[src/hdl/wir_div.sv]
// -----------------------------------------------------------------------------
// wir_div: serial floor divider
// Divides a signed sum by a positive weight, one quotient bit per cycle, and
// returns the floored quotient truncated to 32 bits.
// -----------------------------------------------------------------------------
module wir_div #(
  parameter int SW  = 58,
  parameter int BWW = 24
) (
  input  logic                  clk,
  input  logic                  rst,
  input  logic                  start,
  input  logic signed [SW-1:0]  sum,
  input  logic [BWW-1:0]        wsum,
  output logic                  done,
  output logic signed [31:0]    quot
);
  localparam int UW = SW - 1;
  localparam int NW = $clog2(UW + 1);

  logic          neg;
  logic [UW-1:0] u;
  logic [BWW:0]  rem;
  logic [BWW-1:0] dvs;
  logic [NW-1:0] steps;
  logic          running;
  logic [BWW:0]  rem_sh;
  logic          fits;

  assign rem_sh = {rem[BWW-1:0], u[UW-1]};
  assign fits   = rem_sh >= {1'b0, dvs};

  // For a negative sum, floor(s/w) equals the complement of (~s)/w.
  assign quot = neg ? ~u[31:0] : u[31:0];

  always_ff @(posedge clk) begin
    if (rst) begin
      running <= 1'b0;
      done    <= 1'b0;
      steps   <= '0;
    end else begin
      done <= 1'b0;
      if (start) begin
        neg     <= sum[SW-1];
        u       <= sum[SW-1] ? ~sum[UW-1:0] : sum[UW-1:0];
        rem     <= '0;
        dvs     <= wsum;
        steps   <= NW'(UW);
        running <= 1'b1;
      end else if (running) begin
        rem   <= fits ? rem_sh - {1'b0, dvs} : rem_sh;
        u     <= {u[UW-2:0], fits};
        steps <= steps - 1'b1;
        if (steps == NW'(1)) begin
          running <= 1'b0;
          done    <= 1'b1;
        end
      end
    end
  end

endmodule

[config.mk]
export PLATFORM = sky130hd
export DESIGN_NAME = wir_div
export DESIGN_NICKNAME = d
export VERILOG_FILES = /design/src/hdl/wir_div.sv
export SDC_FILE = /design/constraint.sdc
export NUM_CORES = 1
export LEC_CHECK = 0
export ABC_AREA = 1
export BUFFER_PORTS_ARGS = -buffer_cell sky130_fd_sc_hd__buf_4
export CORE_MARGIN = 8
export CORE_UTILIZATION = 31
export DETAILED_ROUTE_END_ITERATION = 7
export SYNTH_ARGS = -nofsm -noshare
export SYNTH_HDL_FRONTEND = slang
export SYNTH_SLANG_ARGS = --single-unit
[constraint.sdc]
create_clock -name clk -period 6.9 [get_ports clk]
set_input_delay 1.38 -clock clk [delete_from_list [all_inputs] [get_ports clk]]
set_output_delay 1.38 -clock clk [all_outputs]
set_load 0.005 [all_outputs]
=== Yosys cells after proc, flatten, opt, wreduce, memory -nomap -nowiden ===
Cells that the tools add are included.

* Flip-flop bits (word level): 114
* Input bits: 85
* Output and inout port bits: 33
* Word-level logic and storage cells: 33

* Add/sub/neg operators: 2
* $lt $le $gt $ge: 1
* Eq/ne operators: 1
* Multiplexer cells: 12
* Bitwise gates (word level): 4
* Reductions and logical operators: 5

{| class="wikitable"
|+ Operator list
! kind !! count
|-
| $mux W57 || 3
|-
| $not A57 Y57 || 1
|-
| $mux W24 || 2
|-
| $mux W32 || 1
|-
| $not A32 Y32 || 1
|-
| $ge A25 B24 Y1 || 1
|-
| $sub A24 B24 Y24 || 1
|-
| $mux W6 || 2
|-
| $eq A6 B1 Y1 const B || 1
|-
| $sub A6 B1 Y6 const B || 1
|-
| $mux W1 || 4
|-
| $reduce_and A2 Y1 || 2
|-
| $reduce_or A3 Y1 || 1
|-
| $not A1 Y1 || 2
|-
| $reduce_bool A2 Y1 || 1
|-
| $reduce_or A2 Y1 || 1
|}

=== Depth between registers and ports, before layout ===
Gate-level depths: netlist of the first run.

* Depth in word-level cells: 4
* Mapped depth: 16
* Gate-level depth less buffers: 15

=== Least setup slack after synthesis of the first run ===
No wires, ideal clock.

* Kind: in2reg
* Start: in start
* End: reg rem[0] (enable)
* Setup time: 0.522 ns
* Arrival: 4.837 ns
* Data required time: 6.378 ns
* Slack: 1.541 ns
* Stages: 2
* Cell sequence: nor2_1 nor2_1

* Cells in the longest elaborated chain, start to end: 2

{| class="wikitable"
|+ Ends and longest elaborated chain
! item !! RTL line !! RTL
|-
| from (decl) || 12 || <nowiki>input logic start,</nowiki>
|-
| $reduce_bool A2 Y1 (no source line) || - ||
|-
| $reduce_and A2 Y1 (no source line) || - ||
|-
| to (signal assigned) || 51 || <nowiki>rem <= fits ? rem_sh - {1'b0, dvs} : rem_sh;</nowiki>
|-
| to (decl) || 23 || <nowiki>logic [BWW:0] rem;</nowiki>
|}

No other way between the ends.
A chain may end at the register's enable or synchronous reset.

=== Worst setup path in the final report of the first run ===
* Start: reg neg
* End: out quot[26]

* Cells in the longest elaborated chain, start to end: 1

{| class="wikitable"
|+ Ends and longest elaborated chain
! item !! RTL line !! RTL
|-
| from (decl) || 21 || <nowiki>logic neg;</nowiki>
|-
| from (signal assigned) || 44 || <nowiki>neg <= sum[SW-1];</nowiki>
|-
| $mux W32 || 34 || <nowiki>assign quot = neg ? ~u[31:0] : u[31:0];</nowiki>
|-
| to (decl) || 16 || <nowiki>output logic signed [31:0] quot</nowiki>
|}

No other way between the ends.

==> results.toml, run 1 <==
[outcome]
status = "completed"

[cts]
post_cts_resized = 0
post_cts_buffers = 0
h-tree-depth = 4
hold_buffers = 0
clkSinkCount = 114
clock_latency_ns = 0.42
cts.clk_slew.worst_paths_ns = 0.06
ctsLongestPathBuffers = 2
cts_made_buffers = 17
root_buffer = "clkbuf_16"
cts_tree = "built"

[cells_and_area]
final_cell_area_um2 = 8990
nets = 1092
final_common_cell = "nand2_1"
final_util_pct = 38.8
n_antenna_cell = 0
layout-drive-gt1-share_pct = 17.0
synthToLayoutAreaGrowth_pct = 24.0
layout_common_cells = "250 x nand2_1, 121 x buf_4, 119 x inv_1"

[synthesis]
ys_seq_area_share_pct = 46.1
netlist_instances = 871
avgSynthCellArea_um2 = 8.32
yosysWarnings = 0
synthFlopType = "edfxtp_1"
async_flop_share_pct = 0
synth_edf_count = 106
netlist_area_um2 = 7250
synth_fp_nets = 983
synthDistinctLibCells = 37
ys_seq_elements = 114

[power_and_ir_drop]
peakVddDrop_mv = 0.192
power.density_nw_per_um2 = 251
p_leak_uw = 0.00407

[sta]
setup_tns_ns = 0
clock_skew_ns = 0.0129
setup_violations = 0
fmax_mhz = 292
hold_violations = 0
rsz0062_at_grt = "no"
tightest_slew_ns = 1.08
fin_crit_sh_pct = 49.6
max_slew_margin_pct = 27.5
report.final.slew_viol_count = 0
layout_min_cycle_time_ns = 3.43
fin_ws_ns = 3.47
whs_ns = 0.507

[global_route]
antenna_found_initial = 0
grt_max_degree = 84
grt_pass1_vias = 5840
globalRoute.totalOverflow = 0
track_usage_pct = 12.7
grt_pass1_wl_um = 29100

[die]
die_w_um = 169
core_area_um2 = 23200
start_util_pct = 31.2
core.rowCount = 56
die_h_um = 169
dieArea_um2 = 28500
io_pins = 118

[critical_path]
startpoint_type = "register"
critPathKind = "register to output port"
worstSetupEndpointType = "output port"
critical_path_arrival_ns = 2.05
crit_required_ns = 5.52
path_max_fanout = 18
r2r_cells = 9

[drt]
drtIter0Drc = 368
viasPerCell = 4.38
wirelength_um = 17600
wire_per_inst_um = 13.4
ant_nets = 0
drcViolationCount = 0
drt-pass1-iter-count = 4
vias = 5743

[placement]
globalplace.congestion = 0.910
place_ws_ns = 3.38
place_hpwl_um = 12700
numPortBuffers = 117
dpl-instance-area_um2 = 8410

[hold_path]
hold_class = "register to register"
worst_hold_path.num_cells = 2

[run]
max_cap_violations = 0
## power breakdown
part | internal, µW | leakage [µW] | switching (µW) | total [µW]
combinational | 215 | 0.00271 | 297 | 513
sequential | 832 | 0.00108 | 32.2 | 864
clock | 536 | 0.000276 | 341 | 877
## through the flow
stage | std cells | total power, µW
finish | 1312 | 2250
global route | 1312 | 2380
CTS | 1312 | 2280
detailed placement | 1280 | 1390
global placement | 1280 | 1390
floorplan | 871 | 1230
## state kept, by name, indices dropped and copies added (netlist names)
name     count
done         1
dvs         24
neg          1
rem         24
running      1
steps        6
u           57
## Yosys cell counts (11+ instances only)
library cell,n,area [µm²]
xnor2_1,67,587
xor2_1,34,298
nand3_1,29,145
clkbuf_1,15,56.3
o21ai_0,66,330
nand2_1,250,938
a21oi_1,15,75.1
nor2_1,75,282
inv_1,119,447
edfxtp_1,106,3180
nand4_1,12,75.1
ha_1,26,325
buf_2,11,55.1
## path summary, 6_finish.rpt
check / startpoint / to / slack (ns)
setup / recovery: neg / quot[26] / 3.47
hold / removal: steps[0] / steps[0] / 0.51
setup reg to reg: rem[7] / rem[15] / 4.33
hold reg to reg: steps[0] / steps[0] / 0.51
## cell type report
cell class                 count  area, µm²
timing repair buffer         121        908
multi-input combinational    604       3300
tap                          319        399
fill                        2416      14200
clock inverter                14        153
clock buffer                  18        429
inverter                     122        460
sequential                   114       3340
## critical path: stages (launching register included)
cell	delay (ns)
edfxtp_1	0.82
buf_4	0.42
xor2_1	0.23
buf_4	0.15
## per-layer routing
| metal | vias up | global-route usage [%] | share of wire (%) |
|---|---|---|---|
| li1 | 2995 | - | - |
| met1 | 2617 | 15.4 | 46 |
| met2 | 109 | 20.7 | 46 |
| met3 | 22 | 4.12 | 5.6 |
| met4 | 0 | 4.58 | 1.7 |
| met5 | - | 0 | 0 |
## kinds of logic after synthesis
kind of cell             synth area share (%)
AND/OR/NAND/NOR                          22.0
buffers and inverters                    8.53
flip-flops                               46.1
XOR/XNOR                                 12.2
AO/OA/AOI/OAI                            6.41
adder cells (fa/ha/maj)                  4.77
Note: power is estimated with default switching activity, not from simulation.
==> run 2, diff against run 1 <==
--- a/config.mk
+++ b/config.mk
@@ -5,7 +5,7 @@
 export SDC_FILE = /design/constraint.sdc
 export NUM_CORES = 1
 export LEC_CHECK = 0
-export ABC_AREA = 1
+export ABC_AREA = 0
 export BUFFER_PORTS_ARGS = -buffer_cell sky130_fd_sc_hd__buf_4
 export CORE_MARGIN = 8
 export CORE_UTILIZATION = 31
==> constraint.sdc (replaced) <==
create_clock -name clk -period 3.08 [get_ports clk]
set_input_delay 0.616 -clock clk [delete_from_list [all_inputs] [get_ports clk]]
set_output_delay 0.616 -clock clk [all_outputs]
set_load 0.005 [all_outputs]
==> results.toml, run 2 <==
[critical_path]
path_max_fanout = 17
r2r-end = "rem[12]"
r2r_cells = 10
cp-endpoint = "rem[12]"
r2r-start = "rem[5]"
crit_required_ns = 3.22
worstSetupEndpointType = "register"
cp-startpoint = "rem[5]"
critPathKind = "register to register"
startpoint_type = "register"
r2r_setup_slack_ns = 0.37
critical_path_arrival_ns = 2.84

[cells_and_area]
top_register = "u"
synthToLayoutAreaGrowth_pct = 25.9
largest_reg_flops = 57
fillCellCount = 2189
n_antenna_cell = 0
final_common_cell = "buf_4"
final_cell_area_um2 = 8510
nets = 870
layout-drive-gt1-share_pct = 23.0
layout_common_cells = "122 x buf_4, 106 x edfxtp_1, 95 x nor2_1"
top_regs = "u x57, dvs x24, rem x24"

[die]
start_util_pct = 31.2
die_w_um = 164
die_h_um = 164
io_pins = 118
core.rowCount = 54
dieArea_um2 = 26800
core_area_um2 = 21600

[cts]
clkSinkCount = 114
root_buffer = "clkbuf_16"
hold_buffers = 0
clock_latency_ns = 0.42
post_cts_resized = 0
post_cts_buffers = 0
h-tree-depth = 4
cts.clk_slew.worst_paths_ns = 0.06
ctsLongestPathBuffers = 2
cts_made_buffers = 17
cts_tree = "built"

[sta]
clock_skew_ns = 0.00944
max_slew_margin_pct = 57.5
fin_crit_sh_pct = 87.9
setup_tns_ns = 0
hold_violations = 0
tightest_slew_ns = 0.638
layout_min_cycle_time_ns = 2.71
setup_violations = 0
report.final.slew_viol_count = 0
fmax_mhz = 369
whs_ns = 0.373
rsz0062_at_grt = "no"

[global_route]
grt_pass1_wl_um = 25200
track_usage_pct = 11.9
globalRoute.totalOverflow = 0
antenna_found_initial = 1
grt_max_degree = 142
grt_pass1_vias = 5001

[synthesis]
ys_seq_area_share_pct = 49.5
netlist_instances = 650
avgSynthCellArea_um2 = 10.4
yosysWarnings = 0
synth_area_leaders = "edfxtp_1 47%, xnor2_1 9.2%, a21oi_1 6.5%"
async_flop_share_pct = 0
ys_seq_elements = 114
yosysMostFrequentCell = "edfxtp_1"
synth_fp_nets = 762
yosysTopAreaCell = "edfxtp_1"
synthDistinctLibCells = 51
synthFlopType = "edfxtp_1"
netlist_area_um2 = 6760
synth_edf_count = 106
synth_common_cells = "106 x edfxtp_1, 97 x nor2_1, 88 x a21oi_1"
yosys.area.top_type_share_pct = 47.1

[power_and_ir_drop]
sw_frac_of_total_pct = 29.0
p_seq_share_pct = 38.8
combPwrFrac_pct = 23.7
p_leak_uw = 0.00335
power.density_nw_per_um2 = 584
intPower_uw = 3530
clkPwrFrac_pct = 37.5
peakVddDrop_mv = 0.238
power_switching_uw = 1440

[run]
max_cap_violations = 0

[drt]
vias = 4932
viasPerCell = 4.69
drcViolationCount = 0
drt-pass1-iter-count = 5
ant_nets = 0
wirelength_um = 15700
drtIter0Drc = 227
wire_per_inst_um = 14.9

[hold_path]
min_from = "wsum[8]"
hold_class = "primary input to register"

[placement]
globalplace.congestion = 0.834
numPortBuffers = 117
dpl-instance-area_um2 = 7950
place_hpwl_um = 11000

[outcome]
status = "completed"
==> run 2: cell types whose count changed in the layout (fill, tap and decap cells not counted), sizes merged, moves of 9 or more <==
cell	change
inv	-91
nand3	-26
nor2	+22
nand4	-10
nand2	-235
mux2i	+18
a211oi	+9
a21oi	+73
o21ai	-53
==> run 2: metrics by stage <==
step                      worst slack, ns  total power, µW  cells  utilization [%]
after global routing                0.154             5230   1051             39.4
after detailed placement            0.349             3150   1019             36.8
after CTS                           0.355             5040   1051             39.4
after floorplan                     0.246             2780    650                -
after global placement              0.411             3130   1019             36.8
final                               0.372             4970   1051             39.4
==> run 2: power groups by stage <==
stage / registers (µW) / logic [µW] / clock network (µW)
floorplan: 1940 / 838 / 0
global placement: 1960 / 1180 / 0
detailed placement: 1960 / 1190 / 0
CTS: 1930 / 1190 / 1920
global route: 1940 / 1310 / 1980
finish: 1930 / 1180 / 1870
==> run 2: cell families (layout without fill, tap and decap cells) <==
kind of cell | Yosys count | in the layout | share of synthesized area [%]
AND/OR/NAND/NOR | 160 | 160 | 10.6
adder cells (fa/ha/maj) | 27 | 27 | 5.11
flip-flops | 114 | 114 | 49.5
AO/OA/AOI/OAI | 148 | 148 | 13.2
buffers and inverters | 70 | 191 | 4.28
multiplexers | 18 | 18 | 2.67
XOR/XNOR | 113 | 113 | 14.6
==> run 2: critical path, cell delays in order (launching register included) <==
cell	delay (ns)
edfxtp_1	0.39
ha_1	0.41
and3_2	0.26
nand3_2	0.09
a2111o_1	0.43
nand3_2	0.09
nand2_2	0.06
a21oi_4	0.12
buf_4	0.29
mux2i_1	0.22
nor2_1	0.06
==> run 2: routing by layer <==
metal  part of all wire [%]  global-route usage, %
met1                     46                   14.9
met2                     48                   18.8
met3                    4.8                   4.03
met4                    1.3                   4.01
met5                  0.083                      0
==> run 2: worst min path at each step <==
stage | end | slack (ns) | depth (start not counted)
6_report | dvs[8] | 0.37 | 1
5_1_grt | dvs[6] | 0.35 | 1
4_1_cts | dvs[6] | 0.35 | 1
3_5_place_dp | steps[1] | 0.50 | 2
3_3_place_gp | steps[1] | 0.49 | 2
2_1_floorplan | steps[1] | 0.47 | 2
==> run 2: layout make-up <==
type / instances / area [µm²] / share of cell area [%]
tap: 280 / 350 / 4.12
clock buffer: 17 / 425 / 5.00
timing repair buffer: 126 / 996 / 11.7
multi-input combinational: 466 / 3130 / 36.8
clock inverter: 15 / 135 / 1.59
sequential: 114 / 3340 / 39.3
inverter: 33 / 124 / 1.46
==> run 3, diff against run 2 <==
--- a/config.mk
+++ b/config.mk
@@ -8,7 +8,7 @@
 export ABC_AREA = 0
 export BUFFER_PORTS_ARGS = -buffer_cell sky130_fd_sc_hd__buf_4
 export CORE_MARGIN = 8
-export CORE_UTILIZATION = 31
+export CORE_UTILIZATION = 40
 export DETAILED_ROUTE_END_ITERATION = 7
 export SYNTH_ARGS = -nofsm -noshare
 export SYNTH_HDL_FRONTEND = slang
==> constraint.sdc (replaced) <==
create_clock -name clk -period 2.3 [get_ports clk]
set_input_delay 0.46 -clock clk [delete_from_list [all_inputs] [get_ports clk]]
set_output_delay 0.46 -clock clk [all_outputs]
set_load 0.005 [all_outputs]
==> results.toml, run 3 (synthesis gave the netlist of run 2 again) <==
[critical_path]
r2r-end = "rem[12]"
r2r-start = "rem[0]"
cpMaxStageDelayCell = "edfxtp_1"
startpoint_type = "register"
cp-startpoint = "rem[0]"
r2r_cells = 11
crit_required_ns = 2.46
worstSetupEndpointType = "register"
slowest_delay_ns = 0.44
worstPathCellList = "ha_4, nor2b_4, o211ai_1, a2111o_1, nand3_2, nand2_2, a21oi_4, buf_4, buf_12, mux2i_1, nor2_1"
path_max_fanout = 5
r2r_setup_slack_ns = -0.33
critPathKind = "register to register"
cp-endpoint = "rem[12]"
critical_path_arrival_ns = 2.79

[cells_and_area]
nets = 959
synthToLayoutAreaGrowth_pct = 40.0
n_antenna_cell = 0
final_common_cell = "buf_4"
fillCellCount = 1418
top_regs = "u x57, dvs x24, rem x24"
layout_common_cells = "201 x buf_4, 106 x edfxtp_1, 93 x nor2_1"
layout-drive-gt1-share_pct = 35.3
largest_reg_flops = 57
top_register = "u"

[cts]
hold_buffers = 0
cts.clk_slew.worst_paths_ns = 0.06
root_buffer = "clkbuf_16"
clock_latency_ns = 0.42
h-tree-depth = 4
cts_tree = "built"
clkSinkCount = 114
ctsLongestPathBuffers = 2
cts_made_buffers = 17

[sta]
layout_min_cycle_time_ns = 2.63
rsz0062_at_grt = "yes"
clock_skew_ns = 0.00901
max_slew_margin_pct = 65.3
fin_crit_sh_pct = 114
fmax_mhz = 381
setup_tns_ns = -6.00
fin_ws_ns = -0.328
setup_violations = 25
hold_violations = 0
report.final.slew_viol_count = 0
tightest_slew_ns = 0.521

[die]
start_util_pct = 40.9
core.rowCount = 47
die_w_um = 146
core_area_um2 = 16500
dieArea_um2 = 21300
die_h_um = 146
io_pins = 118

[drt]
drtIter0Drc = 336
viasPerCell = 4.99
wirelength_um = 17400
drt-pass1-iter-count = 4
ant_nets = 0
wire_per_inst_um = 16.1
drcViolationCount = 0
vias = 5394

[power_and_ir_drop]
clkPwrFrac_pct = 35.9
p_seq_share_pct = 34.6
combPwrFrac_pct = 29.5
sw_frac_of_total_pct = 28.4
intPower_uw = 5360
power_switching_uw = 2120
power.density_nw_per_um2 = 791
p_leak_uw = 0.00385
peakVddDrop_mv = 0.576
finalPower_uw = 7490

[global_route]
antenna_found_initial = 0
grt_pass1_wl_um = 28200
track_usage_pct = 16.4
grt_pass1_vias = 5758
grt_max_degree = 50
globalRoute.totalOverflow = 0

[outcome]
status = "complete, but fails checks"
violations = "setup timing"

[placement]
globalplace.congestion = 0.825
numPortBuffers = 117
place_hpwl_um = 11900

[hold_path]
hold_class = "primary input to register"
min_from = "wsum[7]"

[run]
max_cap_violations = 0
==> run 3: worst min-delay path by stage <==
stage                     cells past startpoint  slack, ns       end
final                                         1       0.21    dvs[7]
after global placement                        2       0.48  steps[1]
after global routing                          1       0.19    dvs[6]
after floorplan                               2       0.47  steps[1]
after detailed placement                      2       0.50  steps[1]
after CTS                                     1       0.19    dvs[7]
==> run 3: layout make-up <==
type / instances / area (µm²) / share of cell area (%)
Multi-Input combinational cell: 466 / 3390 / 35.8
Sequential cell: 114 / 3340 / 35.3
Timing Repair Buffer: 215 / 1740 / 18.4
Clock buffer: 19 / 433 / 4.58
Clock inverter: 13 / 161 / 1.71
Tap cell: 220 / 275 / 2.91
Inverter: 33 / 124 / 1.31
==> run 3: metrics by stage <==
stage                     std cells  util [%]  hold WS [ns]  area [µm²]  worst slack (ns)
after floorplan                 650         -         0.469        6820            -0.128
after global placement         1026      50.8         0.484        8400            -0.168
after detailed placement       1026      50.8         0.501        8400            -0.255
after CTS                      1076      56.5         0.187        9330            -0.222
after global routing           1080      57.3         0.187        9460            -0.442
final                          1080      57.3         0.213        9460            -0.328
==> run 3: what timing repair did <==
| action | 4_1_cts | 5_1_grt |
|---|---|---|
| gates resized for setup | 33 | 27 |
| setup buffers | 15 | 5 |
| endpoints found under the hold margin | 0 | 0 |
| cloned | 3 | 0 |
| pin swaps | 16 | 13 |
| setup endpoints to repair | 25 | 25 |
==> run 3: layer usage <==
metal  up-vias  global-route usage (%)  wire, µm
met5         -                       0         0
met4         0                    6.19       252
met2       132                    26.9      8400
met1      2569                    19.2      7740
li1       2675                       -         -
met3        18                    6.13      1010
==> run 3: power groups by stage <==
stage          logic (µW)  registers, µW  clock network [µW]
3_3_place_gp         1820           2620                   0
6_report             2210           2590                2690
4_1_cts              2130           2590                2750
3_5_place_dp         1870           2620                   0
5_1_grt              2400           2610                2840
2_1_floorplan        1140           2600                   0
==> run 3: critical path: cells and delay by family, from the launching register on <==
| family | cells | cell delay [ns] |
|---|---|---|
| buffers and inverters | 2 | 0.28 |
| and+or+nand+nor | 4 | 0.35 |
| AOI/OAI and AO/OA | 3 | 0.79 |
| DFF | 1 | 0.44 |
| muxes | 1 | 0.22 |
| adders and majority gates | 1 | 0.29 |
